==> src/sv/npq_pkg.sv <==
package npq_pkg;

   localparam int PaletteSize     = 16;
   localparam int IndexWidth      = 4;
   localparam int IndicesPerWord  = 8;
   localparam int PosWidth        = 3;
   localparam int AccWidth        = IndexWidth * (IndicesPerWord - 1);
   localparam int WordWidth       = IndexWidth * IndicesPerWord;
   localparam int ChanWidth       = 8;
   localparam int SquareWidth     = 2 * ChanWidth;
   localparam int DistWidth       = SquareWidth + 2;
   localparam int WordCountWidth  = 12;
   localparam int FrameWordsWidth = 13;
   localparam int GroupSize       = 4;
   localparam int GroupCount      = PaletteSize / GroupSize;

   localparam logic [FrameWordsWidth-1:0] FrameWordsReset = 13'd224;
   localparam logic [PosWidth-1:0]        LastPos         = 3'(IndicesPerWord - 1);

   localparam int ExpandScale   = 255;
   localparam int ExpandDivisor = 31;

   // RGB555 palette: red in bits 4:0, green in 9:5, blue in 14:10, bit 15 unused.
   localparam logic [15:0] PalWords [PaletteSize] = '{
      16'h8000, 16'hCE73, 16'hC631, 16'hC210, 16'hBDEF, 16'hB9CE, 16'hB5AD, 16'hB18C,
      16'hA529, 16'hA108, 16'h98C6, 16'h94A5, 16'h9084, 16'h8C63, 16'h8842, 16'h8421
   };

   typedef struct packed {
      logic [ChanWidth-1:0] red;
      logic [ChanWidth-1:0] green;
      logic [ChanWidth-1:0] blue;
   } pixel_type;

   typedef struct packed {
      logic [WordWidth-1:0] packed_word;
      logic                 last_word;
   } word_type;

   typedef struct packed {
      logic                  valid;
      logic [IndexWidth-1:0] index;
   } idx_item_type;

   // Expands one 5-bit palette channel to 8 bits, rounding down.
   function automatic logic [ChanWidth-1:0] expand5(input logic [15:0] word,
                                                     input int unsigned pos);
      logic [4:0]  chan;
      logic [12:0] prod;
      chan = word[pos +: 5];
      prod = 13'(chan) * 13'(ExpandScale);
      return ChanWidth'(prod / 13'(ExpandDivisor));
   endfunction

endpackage

==> src/sv/npq_back.sv <==
module npq_back (
   input  logic                                clock,
   input  logic                                reset,
   input  logic [npq_pkg::FrameWordsWidth-1:0] frame_words,
   input  logic                                queue_empty,
   input  logic [npq_pkg::IndexWidth-1:0]      pop_index,
   output logic                                pop,
   output logic                                rsp_valid,
   input  logic                                rsp_stall,
   output npq_pkg::word_type                   rsp_word
);

   logic [npq_pkg::AccWidth-1:0]        acc_ff, acc_in;
   logic [npq_pkg::PosWidth-1:0]        pos_ff, pos_in;
   logic [npq_pkg::WordCountWidth-1:0]  wcnt_ff, wcnt_in;
   logic                                rsp_valid_ff, rsp_valid_in;
   npq_pkg::word_type                   rsp_word_ff, rsp_word_in;

   logic                                out_free;
   logic                                completes;
   logic [npq_pkg::FrameWordsWidth-1:0] next_count;
   logic                                last;

   assign out_free   = !rsp_valid_ff || !rsp_stall;
   // An index that does not finish a word never waits on the output side.
   assign pop        = !queue_empty && ((pos_ff != npq_pkg::LastPos) || out_free);
   assign completes  = pop && (pos_ff == npq_pkg::LastPos);
   assign next_count = {1'b0, wcnt_ff} + 1'b1;
   assign last       = (next_count == frame_words);

   always_comb begin
      acc_in       = acc_ff;
      pos_in       = pos_ff;
      wcnt_in      = wcnt_ff;
      rsp_valid_in = rsp_valid_ff && rsp_stall;
      rsp_word_in  = rsp_word_ff;
      if (completes) begin
         acc_in                  = '0;
         pos_in                  = '0;
         wcnt_in                 = last ? '0 : next_count[npq_pkg::WordCountWidth-1:0];
         rsp_valid_in            = 1'b1;
         rsp_word_in.packed_word = {pop_index, acc_ff};
         rsp_word_in.last_word   = last;
      end else if (pop) begin
         for (int n = 0; n < npq_pkg::IndicesPerWord - 1; n++) begin
            if (pos_ff == npq_pkg::PosWidth'(n)) begin
               acc_in[n*npq_pkg::IndexWidth +: npq_pkg::IndexWidth] = pop_index;
            end
         end
         pos_in = pos_ff + 1'b1;
      end
   end

   always_ff @(posedge clock) begin
      if (reset) begin
         acc_ff       <= '0;
         pos_ff       <= '0;
         wcnt_ff      <= '0;
         rsp_valid_ff <= 1'b0;
      end else begin
         acc_ff       <= acc_in;
         pos_ff       <= pos_in;
         wcnt_ff      <= wcnt_in;
         rsp_valid_ff <= rsp_valid_in;
      end
   end

   always_ff @(posedge clock) begin
      rsp_word_ff <= rsp_word_in;
   end

   assign rsp_valid = rsp_valid_ff;
   assign rsp_word  = rsp_word_ff;

   a_no_overwrite: assert property (@(posedge clock) disable iff (reset)
      (rsp_valid_ff && rsp_stall) |-> !completes)
      else $error("finished word overwrote a word still waiting");

   a_restart_after_word: assert property (@(posedge clock) disable iff (reset)
      completes |=> (pos_ff == '0 && acc_ff == '0 && rsp_valid_ff))
      else $error("packer did not restart after emitting a word");

endmodule

==> config.mk <==
export PLATFORM = sky130hd
export DESIGN_NAME = npq_back
export DESIGN_NICKNAME = d
export VERILOG_FILES = /design/src/sv/npq_pkg.sv /design/src/sv/npq_back.sv
export SDC_FILE = /design/constraint.sdc
export NUM_CORES = 1
export LEC_CHECK = 0
export BUFFER_PORTS_ARGS = -buffer_cell sky130_fd_sc_hd__clkbuf_2
export CAP_MARGIN = 25
export CORE_MARGIN = 2
export CORE_UTILIZATION = 59
export DETAILED_ROUTE_END_ITERATION = 6
export GPL_ROUTABILITY_DRIVEN = 0
export PLACE_DENSITY = 0.91
export SLEW_MARGIN = 25
export SYNTH_ARGS = -nofsm -noshare
export SYNTH_HDL_FRONTEND = slang
export SYNTH_SLANG_ARGS = --single-unit
==> constraint.sdc <==
create_clock -name clock -period 4.9 [get_ports clock]
set_input_delay 0.49 -clock clock [delete_from_list [all_inputs] [get_ports clock]]
set_output_delay 0.49 -clock clock [all_outputs]
set_load 0.01 [all_outputs]
==> flow_summary.json <==
{
  "syn_avg_cell_area_um2": 10.8,
  "cts_resized": 0,
  "cap_violations": 0,
  "setup_viol": 0,
  "power_mw": 1.20,
  "powerDensity_nw_per_um2": 318,
  "cts_num_sinks": 77,
  "cts_buffers": 9,
  "finish.utilization_pct": 69.7,
  "fmax_mhz": 343,
  "max-vdd-ir-drop_mv": 0.161,
  "layout_setup_ws_ns": 1.98,
  "drtIter0Drc": 164,
  "cp_max_fo": 13,
  "critical_path_arrival_ns": 3.13,
  "min_period_ns": 2.92,
  "dr.pass1.iters": 4,
  "first_global_vias": 2307,
  "ys_types": 44,
  "overflow": 0,
  "status": "finished, final reports clean",
  "clockBufferDepth": 2,
  "endpoint_kind": "flip-flop",
  "relSlewSlack_pct": 56.7,
  "clk_latency_ns": 0.35,
  "cts.clk_slew.worst_paths_ns": 0.09,
  "synth_edf_count": 33,
  "syn_area_um2": 3250,
  "initial_utilization_pct": 60.1,
  "hold_viol_final": 0,
  "synth-seq-area-share_pct": 57.6,
  "fillCellCount": 421,
  "place_ws_ns": 2.06,
  "syn_inst": 302,
  "synthFlopType": "dfxtp_1",
  "seqCellArea_um2": 1870,
  "grt_pass1_wl_mm": 10.8,
  "required_ns": 5.11,
  "fin_worst_skew_ns": 0.00849,
  "path_buf_inv": 0,
  "synth.yosys.warnings": 0,
  "crit_cells": 7,
  "place_inst": 417,
  "dp_hpwl_mm": 4.54,
  "coreArea_um2": 5410,
  "dieArea_um2": 6110,
  "p_leak_nw": 1.40,
  "critPathKind": "reg -> reg",
  "hold_depth": 0,
  "placed_area_um2": 3570,
  "final_cell_count_no_fill": 433,
  "crit_path_cell_trace": "ha_1 -> nand3_1 -> or4_1 -> o22ai_1 -> o21ai_2 -> nor4_4 -> nor3_1",
  "vias": 2478,
  "ant_nets": 0,
  "syn-num-nets": 330,
  "rsz0062_at_grt": "false",
  "crit_family": "simple AND/OR/NAND/NOR gates",
  "die_h_um": 78.2,
  "htree_levels": 3,
  "placementRows": 27,
  "post_cts_buffers": 0,
  "multi_input_area_um2": 1290,
  "nets": 384,
  "drive_above_1_share_pct": 21.6,
  "cts.hold.buffers_added": 0,
  "fin_tns_setup_ns": 0,
  "vias_per_cell": 5.72,
  "max_slew.worst_pin.slew_ns": 0.648,
  "n_antenna_cell": 0,
  "die_w_um": 78.2,
  "area_growth_pct": 16.0,
  "ys_ff_latch": 77,
  "grt_max_degree": 33,
  "fin_crit_sh_pct": 59.5,
  "worst_r2r_path_depth": 7,
  "grt_usage_pct": 22.7,
  "slew_violations": 0,
  "fin_area_um2": 3760,
  "drc_errors": 0,
  "holdWs_ns": 0.431,
  "routedWlPerCell_um": 15.0,
  "cts_tree": "built",
  "critPathMaxStageDelay_ns": 0.61,
  "antenna_found_initial": 0,
  "start_kind": "flip-flop",
  "async_reset_ff_share_pct": 0,
  "hp-class": "reg -> reg",
  "slowest_stage": "or4_1",
  "io_pins": 56,
  "cts-root-buf": "clkbuf_8",
  "portBuffers": 55,
  "finalWirelength_mm": 6.48
}
-- registers in the layout (all words and copies together) (netlist names) --
| register | flops |
|---|---|
| pos_ff | 3 |
| acc_ff | 28 |
| rsp_valid | 1 |
| wcnt_ff | 12 |
| rsp_word | 33 |
-- worst reg2reg max path: stages (launching register included) --
cell and delay, ns:
dfxtp_1 0.46, ha_1 0.28, nand3_1 0.38, or4_1 0.62
o22ai_1 0.19, o21ai_2 0.13, nor4_4 0.61, nor3_1 0.12
-- final timing paths --
path / slack, ns / start / to
max: 1.98 / wcnt_ff[0] / wcnt_ff[11]
min: 0.43 / acc_ff[8] / rsp_word[9]
max reg2reg: 1.98 / wcnt_ff[0] / wcnt_ff[11]
min reg2reg: 0.43 / acc_ff[8] / rsp_word[9]
-- placed cells by master (no fill, tap or decap), types with 2 or more instances in the layout --
master / instances
dfxtp_1: 44
mux2i_1: 12
a21oi_1: 20
clkbuf_2: 55
nand4_1: 8
or4_1: 3
edfxtp_1: 33
inv_1: 10
o22ai_1: 2
ha_1: 7
o211ai_1: 2
o21ai_0: 2
and4_1: 2
xnor2_1: 14
nor2_1: 21
a211oi_1: 3
nand3_1: 26
clkbuf_8: 9
nor2b_1: 3
nand2_1: 29
inv_6: 4
o31ai_1: 2
nor4_1: 2
nand3b_1: 3
nor3_1: 12
nand2b_1: 2
xor2_1: 8
-- cell families (layout without fill, tap and decap cells) --
family / count (synthesis) / count (layout) / synth area share, %
adders and majority gates: 7 / 7 / 2.70
and+or+nand+nor: 119 / 119 / 19.0
DFF: 77 / 77 / 57.6
AOI/OAI and AO/OA: 42 / 42 / 8.17
muxes: 12 / 12 / 3.70
buffers and inverters: 23 / 82 / 2.85
xor gates and xnor gates: 22 / 22 / 5.93
-- where the power goes --
part,switching [mW],internal [mW]
registers,0.00614,0.674
logic,0.0450,0.0250
clock network,0.251,0.196
total,0.303,0.895
-- cell type report --
class / count / share of cell area [%]
clock inverter: 7 / 1.79
tap: 72 / 2.39
inverter: 10 / 0.997
timing repair buffer: 56 / 7.51
clock buffer: 9 / 3.29
multi-input combinational: 202 / 34.3
sequential: 77 / 49.7
-- synth_stat cells, types with 2 or more instances --
| library cell | n | area share, % |
|---|---|---|
| dfxtp_1 | 44 | 27 |
| edfxtp_1 | 33 | 31 |
| nand2_1 | 29 | 3.4 |
| nand3_1 | 26 | 4.0 |
| nor2_1 | 21 | 2.4 |
| a21oi_1 | 20 | 3.1 |
| xnor2_1 | 14 | 3.8 |
| mux2i_1 | 12 | 3.7 |
| nor3_1 | 12 | 1.8 |
| inv_1 | 10 | 1.2 |
| nand4_1 | 8 | 1.5 |
| xor2_1 | 8 | 2.2 |
| clkbuf_1 | 7 | 0.81 |
| ha_1 | 7 | 2.7 |
| buf_2 | 5 | 0.77 |
| a211oi_1 | 3 | 0.69 |
| nand2b_1 | 3 | 0.58 |
| nand3b_1 | 3 | 0.69 |
| nor2b_1 | 3 | 0.58 |
| or4_1 | 3 | 0.69 |
| a31oi_1 | 2 | 0.39 |
| and4_1 | 2 | 0.54 |
| nor4_1 | 2 | 0.39 |
| o211ai_1 | 2 | 0.46 |
| o21ai_0 | 2 | 0.31 |
| o22ai_1 | 2 | 0.39 |
| o31ai_1 | 2 | 0.46 |
-- routing by layer --
metal | part of all wire (%) | global-route usage, % | vias to the layer above
li1 | - | - | 1200
met1 | 42 | 29.2 | 1167
met2 | 50 | 36.8 | 102
met3 | 6.2 | 5.75 | 9
met4 | 1.0 | 9.12 | 0
met5 | 0 | 0 | -
No activity file was read; power rests on OpenSTA's default activity.
