`config.mk`:
```
export PLATFORM = sky130hd
export DESIGN_NAME = npq_queue
export DESIGN_NICKNAME = d
export VERILOG_FILES = /design/src/sv/npq_pkg.sv /design/src/sv/npq_queue.sv
export SDC_FILE = /design/constraint.sdc
export NUM_CORES = 1
export LEC_CHECK = 0
export BUFFER_PORTS_ARGS = -buffer_cell sky130_fd_sc_hd__buf_2
export CORE_MARGIN = 2
export CORE_UTILIZATION = 58
export DETAILED_ROUTE_END_ITERATION = 8
export PLACE_DENSITY = 0.77
export RECOVER_POWER = 25
export SETUP_SLACK_MARGIN = 0.5
export SKIP_LAST_GASP = 1
export SLEW_MARGIN = 20
export SYNTH_ARGS = -nofsm -noshare
export SYNTH_HDL_FRONTEND = slang
export SYNTH_SLANG_ARGS = --single-unit
```
`constraint.sdc`:
```
create_clock -name clock -period 3.1 [get_ports clock]
set_input_delay 0.31 -clock clock [delete_from_list [all_inputs] [get_ports clock]]
set_output_delay 0.31 -clock clock [all_outputs]
set_load 0.03 [all_outputs]
```
`src/sv/npq_pkg.sv`:
```
package npq_pkg;

   localparam int PaletteSize     = 16;
   localparam int IndexWidth      = 4;
   localparam int IndicesPerWord  = 8;
   localparam int PosWidth        = 3;
   localparam int AccWidth        = IndexWidth * (IndicesPerWord - 1);
   localparam int WordWidth       = IndexWidth * IndicesPerWord;
   localparam int ChanWidth       = 8;
   localparam int SquareWidth     = 2 * ChanWidth;
   localparam int DistWidth       = SquareWidth + 2;
   localparam int WordCountWidth  = 12;
   localparam int FrameWordsWidth = 13;
   localparam int GroupSize       = 4;
   localparam int GroupCount      = PaletteSize / GroupSize;

   localparam logic [FrameWordsWidth-1:0] FrameWordsReset = 13'd224;
   localparam logic [PosWidth-1:0]        LastPos         = 3'(IndicesPerWord - 1);

   localparam int ExpandScale   = 255;
   localparam int ExpandDivisor = 31;

   // RGB555 palette: red in bits 4:0, green in 9:5, blue in 14:10, bit 15 unused.
   localparam logic [15:0] PalWords [PaletteSize] = '{
      16'h8000, 16'hCE73, 16'hC631, 16'hC210, 16'hBDEF, 16'hB9CE, 16'hB5AD, 16'hB18C,
      16'hA529, 16'hA108, 16'h98C6, 16'h94A5, 16'h9084, 16'h8C63, 16'h8842, 16'h8421
   };

   typedef struct packed {
      logic [ChanWidth-1:0] red;
      logic [ChanWidth-1:0] green;
      logic [ChanWidth-1:0] blue;
   } pixel_type;

   typedef struct packed {
      logic [WordWidth-1:0] packed_word;
      logic                 last_word;
   } word_type;

   typedef struct packed {
      logic                  valid;
      logic [IndexWidth-1:0] index;
   } idx_item_type;

   // Expands one 5-bit palette channel to 8 bits, rounding down.
   function automatic logic [ChanWidth-1:0] expand5(input logic [15:0] word,
                                                     input int unsigned pos);
      logic [4:0]  chan;
      logic [12:0] prod;
      chan = word[pos +: 5];
      prod = 13'(chan) * 13'(ExpandScale);
      return ChanWidth'(prod / 13'(ExpandDivisor));
   endfunction

endpackage

```
`src/sv/npq_queue.sv`:
```
module npq_queue #(
   parameter int DEPTH = 4
) (
   input  logic                           clock,
   input  logic                           reset,
   input  npq_pkg::idx_item_type          push,
   input  logic                           pop,
   output logic                           full,
   output logic                           empty,
   output logic [npq_pkg::IndexWidth-1:0] pop_index
);

   localparam int PtrWidth   = (DEPTH > 1) ? $clog2(DEPTH) : 1;
   localparam int CountWidth = $clog2(DEPTH + 1);

   logic [npq_pkg::IndexWidth-1:0] mem_ff [DEPTH];
   logic [PtrWidth-1:0]            wr_ptr_ff, wr_ptr_in;
   logic [PtrWidth-1:0]            rd_ptr_ff, rd_ptr_in;
   logic [CountWidth-1:0]          count_ff, count_in;

   assign full      = (count_ff == CountWidth'(DEPTH));
   assign empty     = (count_ff == '0);
   assign pop_index = mem_ff[rd_ptr_ff];

   always_comb begin
      wr_ptr_in = wr_ptr_ff;
      rd_ptr_in = rd_ptr_ff;
      count_in  = count_ff;
      if (push.valid) begin
         wr_ptr_in = (wr_ptr_ff == PtrWidth'(DEPTH - 1)) ? '0 : wr_ptr_ff + 1'b1;
      end
      if (pop) begin
         rd_ptr_in = (rd_ptr_ff == PtrWidth'(DEPTH - 1)) ? '0 : rd_ptr_ff + 1'b1;
      end
      if (push.valid && !pop) begin
         count_in = count_ff + 1'b1;
      end else if (pop && !push.valid) begin
         count_in = count_ff - 1'b1;
      end
   end

   always_ff @(posedge clock) begin
      if (reset) begin
         wr_ptr_ff <= '0;
         rd_ptr_ff <= '0;
         count_ff  <= '0;
      end else begin
         wr_ptr_ff <= wr_ptr_in;
         rd_ptr_ff <= rd_ptr_in;
         count_ff  <= count_in;
      end
   end

   always_ff @(posedge clock) begin
      if (push.valid) begin
         mem_ff[wr_ptr_ff] <= push.index;
      end
   end

   a_no_overflow: assert property (@(posedge clock) disable iff (reset)
      push.valid |-> !full)
      else $error("index pushed into a full queue");

   a_no_underflow: assert property (@(posedge clock) disable iff (reset)
      pop |-> !empty)
      else $error("index popped from an empty queue");

endmodule

```
==> reports/metrics.cfg, run 1 <==
[worst_setup_path]
cp-end-kind=output port
cp_data_arrival_time_ps=1570
r2r-end=count_ff[2]
crit_slowest_cell=mux4_1
rrSetupSlack_ps=1590
critPathMaxStageDelay_ps=590
cp.required_ps=2790
rr_worst_depth=4
r2r-start=count_ff[0]
crit_path_cell_trace=mux4_1, buf_2
cp_max_fo=4
startpoint_type=flip-flop
crit_type=flip-flop to output port

[sta]
fmaxAchievable_ghz=0.5332
min_period_over_period_pct=60.49
period_minus_slack_ps=1875
rsz0062_at_grt=false
final.setup.worst_slack_ps=1225
setup_viol=0
fin_setup_tns_ps=0
hold_violations=0
worstMarginPinSlew_ps=259.8
slew_headroom_pct=82.66
slew_viol_final=0
clock_skew_ps=3.690

[cts]
clk_pin_slew_ps=120
numCtsBuffers=3
cts_setup_buffers=0
cts_buffer_depth=2
root_buffer=clkbuf_4
cts_hold_buffers=0
clock_sinks=25
cts-htree-levels=1
cts_resized=0
clock_latency_ps=300
cts_tree=done

[global_route]
grt_pass1_vias=526
grt_antenna_before_repair=0
grt_overflow=0
grt_pass1_wl_um=2263
grtUsageTotal_pct=16.15
grt_max_degree=14

[synth]
synth_xor_area_share_pct=1.720
synthAdderAreaFrac_pct=9.337
synth_compound_area_share_pct=1.474
netlist_top_cells_area=edfxtp_1, dfxtp_1, ha_1
seq_area_frac_synth_pct=64.86
synth-simple-area-share_pct=7.617
synthMuxAreaShare_pct=13.51
synth_cells=64
synth_top_area_share_pct=47.17
yosys.area.top_type=edfxtp_1
ys_ff_latch=25
syn-num-nets=79
syn_area_per_cell_um2=15.91
ys_types=16
syn-cell-area_um2=1018
synth-warning-count=0
synth_top_family_by_area=multiplexers

[routing]
post-route-drc-count=0
final_antenna_net_count=0
dr.pass1.iters=3
wirelength_um=1408
drtIter0Drc=5
wire_per_inst_um=14.37
viasPerCell=5.429
vias=532

[pwr]
p_switching_w=0.0001695
p_leak_nw=0.4471
p_seq_share_pct=61.5
p_per_area_nw_per_um2=568.6
intPower_w=0.0004715
p_sw_share_pct=26.44
vdd_ir_drop_max_uv=308.4
clkPwrFrac_pct=21.5
combinationalPowerShare_pct=17.0

[finish]
antennaDiodeCount=0
syn_to_final_growth_pct=10.69
finalNetCount=97
drive_gt1_share_pct=18.52
fin_util_pct=66.74

[worst_hold_path]
min_delay_path_depth=1
min_from=push[0]
hold_class=input pin to flip-flop
hold_end=mem_ff[1][0]

[place]
place_ws_ps=1305
port_buffers=13
dp_hpwl_um=1051
gp_congestion=0.6686

[floorplan]
start_util_pct=60.30
rows=15
die_w_um=45.91
die_y_um=45.91
die_area_um2=2107
core_um2=1689
pin_count=14

[job]
maxCapViolations=0

[run_status]
outcome=complete, no violations

[how the worst max path moves through the flow]
| stage | start | to | slack [ps] | cells after the start |
|---|---|---|---|---|
| after floorplan | pop | count_ff[2] | 1530 | 7 |
| after global placement | pop | count_ff[2] | 1370 | 8 |
| after detailed placement | pop | count_ff[2] | 1310 | 8 |
| after CTS | flip-flop | pop_index[3] | 1200 | 2 |
| after global routing | flip-flop | pop_index[0] | 1160 | 2 |
| final | flip-flop | pop_index[3] | 1220 | 2 |
[final cells by class]
class / instances / area (um2)
fillers: 131 / 561.8
repair buffers: 13 / 61.31
clock buffers: 4 / 26.28
multi-input cells: 35 / 342.8
well taps: 17 / 21.27
inverters: 4 / 15.01
flip-flops and latches: 25 / 660.6
[critical path, delay by kind of cell (launching register included)]
family	cells	cell delay, ps
DFF	1	490
muxes	1	590
buffers and inverters	1	190
[synthesized netlist by cell type, drive strengths merged]
master,count
mux4,4
nor3,1
or3,1
and2,4
dfxtp,9
fa,1
xor2,2
nor2,7
o21ai,1
nor3b,2
mux2i,4
a21oi,2
ha,6
edfxtp,16
inv,4
[state kept, by name, indices dropped and copies added (netlist names), named ones only]
signal     flops
count_ff       3
mem_ff        16
rd_ptr_ff      2
wr_ptr_ff      2
[cell usage in the layout, fill, tap and decap left out, types with 3 or more instances in the layout]
cell,count
buf_2,10
ha_1,6
mux2i_1,4
inv_1,4
and2_1,4
nor2_1,7
clkbuf_1,4
dfxtp_1,9
clkbuf_4,3
edfxtp_1,16
[per-stage QoR]
| step | power (W) | cells | area (um2) | hold WS [ps] |
|---|---|---|---|---|
| 6_report | 0.0006410 | 98 | 1127 | 218.0 |
| 5_1_grt | 0.0006730 | 98 | 1127 | 219.5 |
| 4_1_cts | 0.0006472 | 98 | 1131 | 209.2 |
| 3_5_place_dp | 0.0005123 | 94 | 1105 | 504.5 |
| 3_3_place_gp | 0.0005072 | 94 | 1105 | 483.3 |
| 2_1_floorplan | 0.0004772 | 64 | 1018 | 379.1 |
[per-layer routing]
metal	track usage, %	wire length [um]	up-vias
met5	0	0	-
met4	8.571	12	0
met3	3.571	36	2
met2	23.06	629	10
met1	22.96	728	249
li1	-	-	271
[power groups by stage]
stage / Clock [W] / Sequential (W) / Combinational (W)
6_report: 0.000138 / 0.000394 / 0.000109
2_1_floorplan: 0 / 0.000398 / 0.0000796
3_3_place_gp: 0 / 0.000401 / 0.000106
5_1_grt: 0.000153 / 0.000398 / 0.000122
3_5_place_dp: 0 / 0.000402 / 0.000110
4_1_cts: 0.000141 / 0.000395 / 0.000111
[cells by family after synthesis]
group,after synthesis
multiplexers,8
adder cells (fa/ha/maj),7
AO/OA/AOI/OAI,3
flip-flops,25
AND/OR/NAND/NOR,15
buffers and inverters,4
XOR/XNOR,2
Note: power is estimated with default switching activity, not from simulation.
==> inputs of run 2 (changes only) <==
--- a/config.mk
+++ b/config.mk
@@ -7,9 +7,9 @@
 export LEC_CHECK = 0
 export BUFFER_PORTS_ARGS = -buffer_cell sky130_fd_sc_hd__buf_2
 export CORE_MARGIN = 2
-export CORE_UTILIZATION = 58
+export CORE_UTILIZATION = 49
 export DETAILED_ROUTE_END_ITERATION = 8
-export PLACE_DENSITY = 0.77
+export PLACE_DENSITY = 0.69
 export RECOVER_POWER = 25
 export SETUP_SLACK_MARGIN = 0.5
 export SKIP_LAST_GASP = 1
==> constraint.sdc (replaced) <==
create_clock -name clock -period 1.7 [get_ports clock]
set_input_delay 0.17 -clock clock [delete_from_list [all_inputs] [get_ports clock]]
set_output_delay 0.17 -clock clock [all_outputs]
set_load 0.03 [all_outputs]
==> run 2 against run 1 <==
Effect of this change: register-to-register slack got worse by 1200 ps; critical endpoint is now pop_index[0]; highest routed layer unchanged; cell count rose by 12%; sequential share of layout area decreased by 4.1 points; flip-flop and latch count unchanged; setup slack lost 1100 ps; hold slack got worse by 150 ps; largest power group unchanged; combinational power grew 130%.
==> reports/metrics.cfg, run 2 (same netlist as run 1, synthesis figures left out) <==
[sta]
fin_setup_tns_ps=0
worstMarginPinSlew_ps=205.5
rsz0062_at_grt=true
hold_violations=0
period_minus_slack_ps=1578
final.setup.worst_slack_ps=121.7
clock_skew_ps=5.873
slew_viol_final=0
min_period_over_period_pct=92.84
slew_headroom_pct=86.30
setup_viol=0
fmaxAchievable_ghz=0.6336

[pwr]
p_leak_nw=0.4685
finalPower_w=0.001233
p_per_area_nw_per_um2=1003
vdd_ir_drop_max_uv=604.6

[worst_setup_path]
crit_path_cell_trace=mux4_2, buf_6
startpoint_type=flip-flop
cp.buffers_inverters=1
crit_slowest_cell=mux4_2
rrSetupSlack_ps=350
cp_data_arrival_time_ps=1410
r2r-end=count_ff[2]
crit_type=flip-flop to output port
cp_max_fo=4
cp-end-kind=output port
rr_worst_depth=4
cp.required_ps=1530
critPathMaxStageDelay_ps=530
critical-path-top-delay-family=multiplexers
r2r-start=count_ff[0]

[floorplan]
die_y_um=49.59
die_w_um=49.59
rows=16
pin_count=14
die_area_um2=2459
start_util_pct=51.91
core_um2=1962

[run_status]
outcome=complete, no violations

[finish]
fin_area_um2=1230
multi_input_comb_area_um2=367.9
largest_reg_flops=16
fin_util_pct=62.69
drive_gt1_share_pct=36.14
max_flop_register=mem_ff
syn_to_final_growth_pct=20.76
final_common_cell=edfxtp_1
antennaDiodeCount=0
seq_area_um2=670.6
finalNetCount=99
final_cell_mix=edfxtp_1, nor2_1, buf_6
fillers=169
reg.largest.list=mem_ff (16), count_ff (3)

[routing]
wire_per_inst_um=12.69
final_antenna_net_count=0
vias=559
viasPerCell=5.082
wirelength_um=1396
post-route-drc-count=0
drtIter0Drc=6
dr.pass1.iters=4

[global_route]
grt_overflow=0
grt_max_degree=14
grt_pass1_vias=524
grtUsageTotal_pct=14.00
grt_antenna_before_repair=0
grt_pass1_wl_um=2394

[worst_hold_path]
min_delay_path_depth=1
hold_class=input pin to flip-flop
min_from=push[3]
hold_end=mem_ff[3][3]

[place]
dp_hpwl_um=1051
place_ws_ps=143.0
dpl_cell_area_um2=1135
port_buffers=13
gp_congestion=0.6590

[cts]
root_buffer=clkbuf_4
clock_sinks=25
numCtsBuffers=3
clk_pin_slew_ps=120
cts_buffer_depth=2
clock_latency_ps=310
cts_tree=done
cts_hold_buffers=0
cts-htree-levels=1

[job]
maxCapViolations=0

run 2: layout make-up:
| type | count | share of cell area [%] |
|---|---|---|
| clock buffers | 4 | 2.136 |
| multi-input cells | 35 | 29.91 |
| well taps | 27 | 2.747 |
| repair buffers | 15 | 9.257 |
| flip-flops and latches | 25 | 54.53 |
| inverters | 4 | 1.424 |
run 2: report_power, final:
group / total, W / internal [W] / leakage, nW / switching (W)
registers: 0.000727 / 0.000690 / 0.223 / 0.0000371
logic: 0.000256 / 0.000129 / 0.230 / 0.000127
clock network: 0.000250 / 0.0000917 / 0.0150 / 0.000158
total: 0.00123 / 0.000911 / 0.468 / 0.000322
run 2: worst max-delay path by stage:
stage | startpoint | to | slack, ps | cells after the start
final | flip-flop | pop_index[0] | 120 | 2
after global routing | flip-flop | pop_index[0] | 50 | 2
after CTS | flip-flop | pop_index[0] | 90 | 2
after detailed placement | pop | count_ff[2] | 140 | 8
after global placement | pop | count_ff[2] | 180 | 8
after floorplan | pop | count_ff[2] | 350 | 7
run 2: what timing repair did:
item / in CTS / in global routing
pin swaps: 4 / 1
setup endpoints to repair: 10 / 20
hold endpoints to repair: 0 / 0
buffers inserted: 2 / 0
resized for setup: 14 / 5
run 2: through the flow:
step                hold WS (ps)  cells
finish                     72.81    110
floorplan                  235.0     64
global route               71.37    110
global placement           386.0    104
detailed placement         388.9    104
CTS                        53.89    110
run 2: routing by layer:
layer	global-route usage (%)	routed length (um)
met5	0	0
met4	12.50	61
met3	3.030	60
met2	20.67	665
met1	17.11	609
==> inputs of run 3 (changes only) <==
--- a/config.mk
+++ b/config.mk
@@ -5,6 +5,7 @@
 export SDC_FILE = /design/constraint.sdc
 export NUM_CORES = 1
 export LEC_CHECK = 0
+export ABC_CLOCK_PERIOD_IN_PS = 1700
 export BUFFER_PORTS_ARGS = -buffer_cell sky130_fd_sc_hd__buf_2
 export CORE_MARGIN = 2
 export CORE_UTILIZATION = 49
==> constraint.sdc (replaced) <==
create_clock -name clock -period 1.7 [get_ports clock]
set_input_delay 0.51 -clock clock [delete_from_list [all_inputs] [get_ports clock]]
set_output_delay 0.51 -clock clock [all_outputs]
set_load 0.03 [all_outputs]
==> run 3 against run 2 <==
Effect of this change: the run now ends with negative setup slack left; fmax is 18% lower; clock power grew 4%; largest cell class unchanged; register-to-register slack got worse by 170 ps; flip-flop and latch count did not move; clock skew up 3.2 ps; utilization increased by 1.7 points; sequential power barely moved; hold slack improved by 340 ps; power grew 1.8%; wire length increased by 19%; via count up 5.9%; die area stayed put.
==> reports/metrics.cfg, run 3 (same netlist as run 1, synthesis figures left out) <==
[worst_setup_path]
crit_slowest_cell=mux4_2
crit_type=flip-flop to output port
startpoint_type=flip-flop
rrSetupSlack_ps=180
cp.buffers_inverters=1
critical-path-top-delay-family=multiplexers
cp_data_arrival_time_ps=1410
cp.required_ps=1190
crit_path_cell_trace=mux4_2, buf_6
cp_max_fo=4
cp-end-kind=output port
critPathMaxStageDelay_ps=520

[finish]
reg.largest.list=mem_ff (16), count_ff (3)
drive_gt1_share_pct=39.53
syn_to_final_growth_pct=23.96
largest_reg_flops=16
fin_area_um2=1262
finalNetCount=102
antennaDiodeCount=0
max_flop_register=mem_ff
final_common_cell=edfxtp_1
fillers=155
final_cell_mix=edfxtp_1, nor2_1, buf_6, buf_4, ha_1

[global_route]
grt_max_degree=14
grt_pass1_wl_um=2628
grt_pass1_vias=592
grt_overflow=0
grtUsageTotal_pct=15.15
grt_antenna_before_repair=0

[sta]
hold_violations=0
final.setup.worst_slack_ps=-223.2
rsz0062_at_grt=true
worstMarginPinSlew_ps=244.2
slew_viol_final=0
fmaxAchievable_ghz=0.5200
slew_headroom_pct=83.72
min_period_over_period_pct=113.1
holdWs_ps=409.1
clock_skew_ps=9.048
fin_setup_tns_ps=-851.1
period_minus_slack_ps=1923
setup_viol=4

[routing]
dr.pass1.iters=4
final_antenna_net_count=0
drtIter0Drc=3
post-route-drc-count=0
wire_per_inst_um=14.73
vias=592
viasPerCell=5.239
wirelength_um=1665

[pwr]
vdd_ir_drop_max_uv=717.4
intPower_w=0.0009153
combinationalPowerShare_pct=21.4
p_sw_share_pct=27.11
p_switching_w=0.0003405
p_seq_share_pct=58.0
p_per_area_nw_per_um2=994.7
clkPwrFrac_pct=20.6
p_leak_nw=0.4861

[place]
gp_congestion=0.7579
port_buffers=13
dp_hpwl_um=1217
place_ws_ps=-199.2
dpl_cell_area_um2=1169

[floorplan]
die_y_um=49.59
rows=16
die_w_um=49.59
die_area_um2=2459
pin_count=14
core_um2=1962
start_util_pct=51.91

[cts]
numCtsBuffers=3
cts_tree=done
clk_pin_slew_ps=130
cts_buffer_depth=2
cts_hold_buffers=0
clock_sinks=25
root_buffer=clkbuf_4
cts-htree-levels=1
clock_latency_ps=320

[job]
maxCapViolations=0

[run_status]
violations=negative setup slack
outcome=finished, violations left

[worst_hold_path]
hold_class=input pin to flip-flop

run 3: area by class of cell:
class / count / area, um2 / share of cell area (%)
inverters: 4 / 27.53 / 2.180
flip-flops and latches: 25 / 674.4 / 53.42
well taps: 27 / 33.78 / 2.676
multi-input cells: 35 / 361.6 / 28.64
repair buffers: 18 / 138.9 / 11.00
clock buffers: 4 / 26.28 / 2.081
run 3: through the flow:
step | cells | utilization (%) | total power, W
6_report | 113 | 64.35 | 0.001256
5_1_grt | 113 | 64.35 | 0.001312
4_1_cts | 113 | 64.41 | 0.001259
3_5_place_dp | 107 | 59.57 | 0.0009550
3_3_place_gp | 107 | 59.57 | 0.0009489
2_1_floorplan | 64 | - | 0.0008814
run 3: repair_timing:
action | CTS | global route
endpoints found under the setup margin | 8 | 20
hold endpoints to repair | 0 | 0
pin swaps | 5 | 2
setup buffers | 2 | 0
resized for setup | 19 | 2
run 3: power by group through the flow:
stage,Combinational [W],Clock [W],Sequential [W]
floorplan,0.000154,0,0.000727
global placement,0.000214,0,0.000735
detailed placement,0.000218,0,0.000737
CTS,0.000269,0.000265,0.000726
global route,0.000287,0.000291,0.000734
finish,0.000269,0.000259,0.000728
run 3: layer usage:
metal	GRT usage [%]	part of all wire (%)
met5	0	0
met2	24.44	50
met4	8.333	1.9
met1	19.30	45
met3	2.727	2.6
run 3: worst paths after layout:
kind,cells past startpoint,to,start
hold / removal,1,mem_ff[0][2],push[2]
hold reg to reg,2,count_ff[2],count_ff[2]
setup / recovery,2,pop_index[1],flip-flop
setup reg to reg,5,count_ff[2],count_ff[1]
run 3: worst reg2reg max path, delay by kind of cell, from the launching register on:
kind / cells / cell delay [ps]
buf+inv: 1 / 120
flops: 1 / 380
compound gates: 1 / 120
xor+xnor: 1 / 160
simple gates: 1 / 310
fa+ha+maj: 1 / 380
